--- config.mk ---
export PLATFORM = sky130hd
export DESIGN_NAME = lhp_cell
export DESIGN_NICKNAME = d
export VERILOG_FILES = /design/src/hdl/lhp_pkg.sv /design/src/hdl/lhp_cell.sv
export SDC_FILE = /design/constraint.sdc
export NUM_CORES = 1
export LEC_CHECK = 0
export ABC_AREA = 1
export BUFFER_PORTS_ARGS = -buffer_cell sky130_fd_sc_hd__buf_2
export CAP_MARGIN = 20
export CORE_MARGIN = 1
export CORE_UTILIZATION = 39
export DETAILED_ROUTE_END_ITERATION = 6
export PLACE_DENSITY = 0.74
export SLEW_MARGIN = 20
export SYNTH_ARGS = -nofsm -noshare
export SYNTH_HDL_FRONTEND = slang
export SYNTH_SLANG_ARGS = --single-unit
--- constraint.sdc ---
create_clock -name clk -period 0.8 [get_ports clk]
set_input_delay 0 -clock clk [delete_from_list [all_inputs] [get_ports clk]]
set_output_delay 0 -clock clk [all_outputs]
set_load 0.005 [all_outputs]
--- src/hdl/lhp_pkg.sv ---
`timescale 1ns / 1ps
`default_nettype none
// ----------------------------------------------------------------------------
// lhp_pkg
// Shared types, constants and the kernel function of the 3x3 high-pass filter
// ----------------------------------------------------------------------------
package lhp_pkg;

	localparam int MAX_WIDTH_DEF = 1024;
	localparam int MAX_HEIGHT    = 4096;
	localparam int ROW_W         = $clog2(MAX_HEIGHT);
	localparam int FW_W          = 11;
	localparam int FH_W          = 13;
	localparam int CFG_DATA_W    = 13;

	localparam logic [FW_W-1:0] WIDTH_RST  = 11'd640;
	localparam logic [FH_W-1:0] HEIGHT_RST = 13'd480;

	localparam logic MODE_PIXEL = 1'b0;
	localparam logic MODE_FLUSH = 1'b1;

	typedef enum logic [0:0] {
		REG_FRAME_WIDTH  = 1'b0,
		REG_FRAME_HEIGHT = 1'b1
	} cfg_reg_t;

	typedef logic [7:0] pix_t;

	// one window column, [0] is the oldest row
	typedef pix_t [2:0] col_t;

	typedef struct packed {
		pix_t prev1;
		pix_t prev2;
	} line_pair_t;

	typedef struct packed {
		logic clear;
		logic shift;
	} cell_ctl_t;

	// 8 * centre minus the eight neighbors, clamped to 0..255
	function automatic pix_t lhp_laplace(col_t lc, col_t mc, col_t rc);
		logic [10:0] pos;
		logic [10:0] neg;
		logic [10:0] diff;
		pix_t        res;
		pos  = {mc[1], 3'b000};
		neg  = 11'(lc[0]) + 11'(lc[1]) + 11'(lc[2]) + 11'(mc[0])
		     + 11'(mc[2]) + 11'(rc[0]) + 11'(rc[1]) + 11'(rc[2]);
		diff = pos - neg;
		if (neg >= pos) begin
			res = 8'd0;
		end else if (diff > 11'd255) begin
			res = 8'd255;
		end else begin
			res = diff[7:0];
		end
		return res;
	endfunction

endpackage
`default_nettype wire

--- src/hdl/lhp_cell.sv ---
`timescale 1ns / 1ps
`default_nettype none
// ----------------------------------------------------------------------------
// lhp_cell
// One column of the 3x3 window, shifted on from its right-hand neighbor
// ----------------------------------------------------------------------------
module lhp_cell (
	input  wire logic               clk,
	input  wire logic               arst_n,
	input  wire lhp_pkg::cell_ctl_t ctl,
	input  wire lhp_pkg::col_t      col_in,
	output lhp_pkg::col_t           col_out
);
	import lhp_pkg::*;

	col_t col_q;

	always_ff @(posedge clk or negedge arst_n) begin
		if (!arst_n) begin
			col_q <= '0;
		end else if (ctl.clear) begin
			col_q <= '0;
		end else if (ctl.shift) begin
			col_q <= col_in;
		end
	end

	assign col_out = col_q;

endmodule
`default_nettype wire

[Word-level counts from Yosys, hierarchy flattened]
Cells that the tools add are included.
Storage, ports and cells
  bits in registers: 24
  bits of input ports: 28
Cells by class
  multiplexer cells: 2
  reduce and logical (&&, ||, !) cells: 1
Operators by type and width (count)
  $mux W24: 2
  $reduce_bool A2 Y1: 1

[Longest topological paths before layout]
Gate-level depths: netlist of the first run.
  depth in word-level cells: 2
  depth in mapped cells: 5

[Worst setup path before layout of the first run]
No wires, ideal clock.
  path kind: reg2reg
  start point: register col_out[0] (netlist name)
  end point: register col_q (netlist bit col_out[0])
  arrival time: 0.465 ns
  buffers on the path: 0
  data required time: 0.684 ns
  stages on the path, launching flop included: 3
  path slack: 0.219 ns
  path through: dfrtp_1 nand2_1 nand2_1
RTL lines
  to (signal assigned): line lhp_cell.sv:24  | col_q <= col_in;
  to (decl): line lhp_cell.sv:16  | col_t col_q;

[Worst setup path in the final report of the first run]
  start point: register col_q (netlist bit col_out[4])
  end point: output col_out[4] (netlist bit)
RTL lines
  to (decl): line lhp_cell.sv:12  | output lhp_pkg::col_t col_out
No word-level cell between the ends.

==> metrics.md, run 1 <==
| Metric | Value |
|---|---|
| CP Data Required Time | 0.80 ns |
| Initial antenna violation count | 0 |
| Max reg flops | 24 |
| Clk_lat worst skew | 0.30 ns |
| PortBufs | 51 |
| Distinct cells, synth | 7 |
| Post-synthesis sequential area ratio | 61.9% |
| Status | complete, but fails checks |
| DR vias/cell | 4.70 |
| Slew Limit Headroom | 65.9% |
| Worst path arrival time | 0.86 ns |
| Post-synthesis mux area share | 0% |
| R2R depth | 4 |
| Commonest non-fill, non-tap cells in the layout | buf_2 (51), nand2_1 (48), dlygate4sd3_1 (25) |
| Vias in the first global route | 1040 |
| Post-synthesis adder-cell area fraction | 0% |
| DRT iter0 DRCs | 24 |
| Synthesis-to-layout area growth | 66.7% |
| Top-Level Pins | 52 |
| Post-synthesis compound-gate area fraction | 0% |
| CTS buffer count | 3 |
| Slowest Stage Delay on Critical Path | 0.42 ns |
| Period utilization | 107% |
| Worst path bufs/invs | 1 |
| Total wire length | 2960 µm |
| Synth area leaders | dfrtp_1 (62%), nand2_1 (19%), nand3_1 (12%) |
| Syn Area/Cell | 9.24 µm² |
| Congestion Overflow GR | 0 |
| Fin. max-slew vios | 0 |
| Die ar. | 0.00269 mm² |
| Largest net degree at the start of global routing | 25 |
| Final nets | 221 |
| Share of post-route cells with drive strength above 1 | 37.0% |
| Drt pass-1 iters | 4 |
| Worst Tran Pin Value | 0.512 ns |
| ANT nets after route | 0 |
| Setup Total Neg Slack | -0.823 ns |
| Most common cell after layout, fill and taps aside | buf_2 |
| Initial Util | 42.6% |
| Crit path max fanout | 2 |
| Levels on crit path | 1 |
| H-Tree Depth | 1 |
| Hold WC Path Type | in2reg |
| Fin worst setup slack | -0.0573 ns |
| Largest family of logic cells by synthesized area | simple AND/OR/NAND/NOR gates |
| Clock tree from TritonCTS | done |
| Clk sink count | 24 |
| Leakage | 0.952 nW |
| Worst setup SP type | flip-flop |
| RD Place Congestion | 0.756 |
| CORE AREA | 0.00228 mm² |
| Crit path max-delay family | flip-flops |
| Die Y | 51.9 µm |
| Via count | 1038 |
| Mapped cell area | 970 µm² |
| DP HPWL | 1540 µm |
| Clock period minus worst slack | 0.857 ns |
| Power per cell area | 1480 mW/mm² |
| Worst IR drop on VDD | 0.00116 V |
| Die width | 51.9 µm |
| Element type at the critical path end | output pin |
| Max Freq | 1170 MHz |
| Detailed-route DRC error count | 0 |
| Tot GR Track Use | 24.2% |
| Max-cap viol count | 0 |
| Register clock-pin slew on the reported worst setup and hold paths | 0.12 ns |
| Avg WL per Cell | 13.4 µm |
| Root Buffer | clkbuf_4 |
| Violated checks | negative setup slack |
| Design Power | 0.00239 W |
| Post-Synth Simple-Gate Area | 32.1% |
| Post-synth top area share | 61.9% |
| RSZ-0062 raised after global routing | true |
| Std-Cell Rows | 17 |
| Synth area leader | dfrtp_1 |
| Worst path cell trace | buf_2 |
| Clock Path Buffers | 2 |
| Max Clock Skew | 0 ns |
| Post-synthesis xor/xnor area fraction | 0% |
| Final hold violations | 0 |
| Final setup vio count | 25 |
| Post-synthesis sequential element count | 24 |
| Slowest CP cell | dfrtp_1 |
| Syn nets | 133 |
| Post-Syn Instances | 105 |
| Hold depth | 5 |
| Setup Slack @ Placement | 0.0903 ns |
| Yosys Warn Count | 0 |
| CP Class | reg2out |
| First-pass GRT wire length | 4600 µm |
-- layer usage --
layer  GRT usage [%]  part of all wire, %  vias up
met2            43.2                   56       39
met5               0                    0        -
met4            14.4                  2.9        0
met1            27.3                   37      482
li1                -                    -      508
met3            2.63                  4.1        9
-- synth_stat cells --
cell and count:
nand2_1 48, nand3_1 24, buf_2 4, inv_2 1, dfrtp_1 24, nor2_4 1, buf_6 3
-- cells by family (layout without fill, tap and decap cells) --
| logic type | after synthesis | count (layout) |
|---|---|---|
| buffers and inverters | 8 | 95 |
| DFF | 24 | 24 |
| and+or+nand+nor | 73 | 73 |
| other | 0 | 1 |
-- final cells by class --
type                    instances  area (µm²)
diodes                          1        2.50
well taps                      28        35.0
inverters                       1        3.75
multi-input cells              73         312
repair buffers                 90         627
clock buffers                   4        36.3
fillers                       163         659
flip-flops and latches         24         601
-- path summary, 6_finish.rpt --
path | to | start | slack [ns]
min | col_out[14]$_DFFE_PN0P_ | ctl[0] | 0.12
min reg2reg | col_out[0]$_DFFE_PN0P_ | col_out[0]$_DFFE_PN0P_ | 0.48
max | col_out[4] | col_out[4]$_DFFE_PN0P_ | -0.06
min in group asynchronous | col_out[11]$_DFFE_PN0P_ | arst_n | 0.18
max reg2reg | col_out[21]$_DFFE_PN0P_ | col_out[21]$_DFFE_PN0P_ | -0.02
max in group asynchronous | col_out[0]$_DFFE_PN0P_ | arst_n | 0.27
-- where the power goes --
group          total, W  internal [W]  switching [W]
clock          0.000613      0.000278       0.000335
sequential      0.00132       0.00128      0.0000360
combinational  0.000465      0.000260       0.000204
-- timing repair --
item                                    CTS  global route
endpoints found under the setup margin   24            24
hold buffers                             25             0
endpoints found under the hold margin    48             0
pin swaps                                 0             0
gates resized for setup                   0             1
buffers inserted                          7             4
-- per-stage QoR --
step                hold slack (ns)  utilization (%)  std cells  area, µm²
floorplan                    -0.296                -        105        970
global placement           -0.00276             54.5        180       1240
detailed placement          0.00325             54.5        180       1240
CTS                           0.114             69.4        216       1580
global route                  0.119             70.9        220       1610
finish                        0.124             71.0        221       1620
Note: power is estimated with default switching activity, not from simulation.
==> run 2: changes to the inputs <==
- SETUP_SLACK_MARGIN: not set -> 0.2
==> metrics.md, run 2 (synthesized netlist as in run 1, its figures left out) <==
| Metric | Value |
|---|---|
| Power per cell area | 1460 mW/mm² (-1.5%) |
| Final hold violations | 0 (unchanged) |
| Clk sink count | 24 (unchanged) |
| Initial antenna violation count | 0 (unchanged) |
| Congestion Overflow GR | 0 (unchanged) |
| Die ar. | 0.00269 mm² (unchanged) |
| RSZ-0062 raised after global routing | true |
| Final Cell Area | 0.00165 mm² (+2.3%) |
| First-pass GRT wire length | 4530 µm (-1.5%) |
| Met3 routed WL | 161 µm (+34%) |
| Leakage | 0.957 nW (+0.56%) |
| Slowest CP cell | dfrtp_1 |
| Reg power frac | 54.7% (-0.3 points) |
| Fin worst setup slack | -0.0743 ns (-0.0171 ns) |
| Tot GR Track Use | 23.9% (-0.25 points) |
| DR vias/cell | 4.82 (+2.7%) |
| DR top layer | met4 |
| Share of post-route cells with drive strength above 1 | 40.8% (+3.9 points) |
| Violated checks | negative setup slack |
| Clock tree from TritonCTS | done |
| Clk_lat worst skew | 0.30 ns (about the same) |
| Top-Level Pins | 52 (unchanged) |
| PortBufs | 51 (unchanged) |
| WHS | 0.124 ns (+0.000117 ns) |
| Worst setup SP type | flip-flop |
| CP Data Required Time | 0.80 ns (about the same) |
| Clock power frac | 25.5% (about the same) |
| DP HPWL | 1540 µm (unchanged) |
| Commonest non-fill, non-tap cells in the layout | buf_2 (51), nand2_1 (41), dlygate4sd3_1 (25) |
| Max Freq | 1140 MHz (-2.0%) |
| Root Buffer | clkbuf_4 |
| Setup Slack @ Placement | 0.0903 ns (unchanged) |
| Drt pass-1 iters | 4 (unchanged) |
| Max Clock Skew | 0 ns (unchanged) |
| Via count | 1061 (+2.2%) |
| Clock Path Buffers | 2 (unchanged) |
| Worst Tran Pin Value | 0.513 ns (+0.00121 ns) |
| RD Place Congestion | 0.756 (unchanged) |
| Final nets | 220 (-0.45%) |
| Largest net degree at the start of global routing | 25 (unchanged) |
| Total wire length | 2950 µm (-0.51%) |
| Crit path max-delay family | flip-flops |
| Met2 wire length | 1660 µm (-0.36%) |
| Placed cell area | 0.00124 mm² (unchanged) |
| Hold WC Path Type | in2reg |
| Worst path cell trace | buf_2 |
| Detailed-route DRC error count | 0 (unchanged) |
| DRT iter0 DRCs | 27 (+13%) |
| ANT nets after route | 0 (unchanged) |
| CP Class | reg2out |
| P_int | 0.00183 W (+0.54%) |
| Most common cell after layout, fill and taps aside | buf_2 |
| Final setup vio count | 26 (+4.0%) |
| Comb power frac | 19.9% (+0.5 points) |
| Status | complete, but fails checks |
| Worst path bufs/invs | 1 (unchanged) |
| Crit path max fanout | 2 (unchanged) |
| FILL cells | 153 (-6.1%) |
| Slowest Stage Delay on Critical Path | 0.42 ns (about the same) |
| Sw frac | 24.2% (+0.19 points) |
| Std-Cell Rows | 17 (unchanged) |
| Max reg flops | 24 (unchanged) |
| Die width | 51.9 µm (unchanged) |
| Initial Util | 42.6% (unchanged) |
| Vias in the first global route | 1037 (-0.29%) |
| Met1 WL | 1010 µm (-7.2%) |
| H-Tree Depth | 1 (unchanged) |
| R2R Setup Slk | -0.07 ns (-0.05 ns) |
| Period utilization | 109% (+2.1 points) |
| Fin. max-slew vios | 0 (unchanged) |
| Slew Limit Headroom | 65.8% (-0.081 points) |
| Max-cap viol count | 0 (unchanged) |
| Register clock-pin slew on the reported worst setup and hold paths | 0.12 ns (about the same) |
| Die Y | 51.9 µm (unchanged) |
| CTS buffer count | 3 (unchanged) |
| Worst path arrival time | 0.87 ns (about the same) |
| Worst IR drop on VDD | 0.00117 V (+0.20%) |
| CORE AREA | 0.00228 mm² (unchanged) |
| Element type at the critical path end | output pin |
| Avg WL per Cell | 13.4 µm (about the same) |
| Net Sw Power | 0.000585 W (+1.6%) |
| Clock period minus worst slack | 0.874 ns (+0.0171 ns) |
| Synthesis-to-layout area growth | 70.6% |
## run 2: power groups by stage
stage / Clock [W] / Combinational [W] / Sequential, W
2_1_floorplan: 0 / 0.000124 / 0.00134
3_3_place_gp: 0 / 0.000303 / 0.00134
3_5_place_dp: 0 / 0.000312 / 0.00134
4_1_cts: 0.000629 / 0.000435 / 0.00131
5_1_grt: 0.000694 / 0.000523 / 0.00133
6_report: 0.000614 / 0.000480 / 0.00132
## run 2: repair_timing
item | 4_1_cts | 5_1_grt
buffers inserted | 7 | 3
endpoints found under the setup margin | 37 | 48
pin swaps | 8 | 6
resized for setup | 0 | 15
hold buffers | 25 | 0
endpoints found under the hold margin | 48 | 0
## run 2: worst paths after layout
path	from	to	cells after the start
worst min register to register	col_out[9]$_DFFE_PN0P_	col_out[9]$_DFFE_PN0P_	2
worst max-delay path	col_out[17]$_DFFE_PN0P_	col_out[17]	1
worst max register to register	col_out[18]$_DFFE_PN0P_	col_out[18]$_DFFE_PN0P_	4
min in group asynchronous	arst_n	col_out[11]$_DFFE_PN0P_	2
worst min-delay path	ctl[0]	col_out[16]$_DFFE_PN0P_	5
max in group asynchronous	arst_n	col_out[0]$_DFFE_PN0P_	2
## run 2: per-layer routing
metal  global-route usage [%]  vias up
li1                         -      507
met1                     26.3      489
met2                     43.4       52
met3                     2.63       13
met4                     14.4        0
met5                        0        -
## run 2: final cells by class
type	instances	area (µm²)	share of cell area, %
flip-flops and latches	24	601	36.3
repair buffers	89	642	38.8
multi-input cells	73	334	20.2
inverters	1	3.75	0.227
diodes	1	2.50	0.151
well taps	28	35.0	2.12
clock buffers	4	36.3	2.19
## run 2: through the flow
step,cells,total power [W],TNS [ns],util (%)
6_report,220,0.00241,-1.02,72.7
5_1_grt,219,0.00255,-2.25,72.6
4_1_cts,216,0.00238,-0.932,69.4
3_5_place_dp,180,0.00165,0,54.5
3_3_place_gp,180,0.00164,0,54.5
2_1_floorplan,105,0.00147,0,-
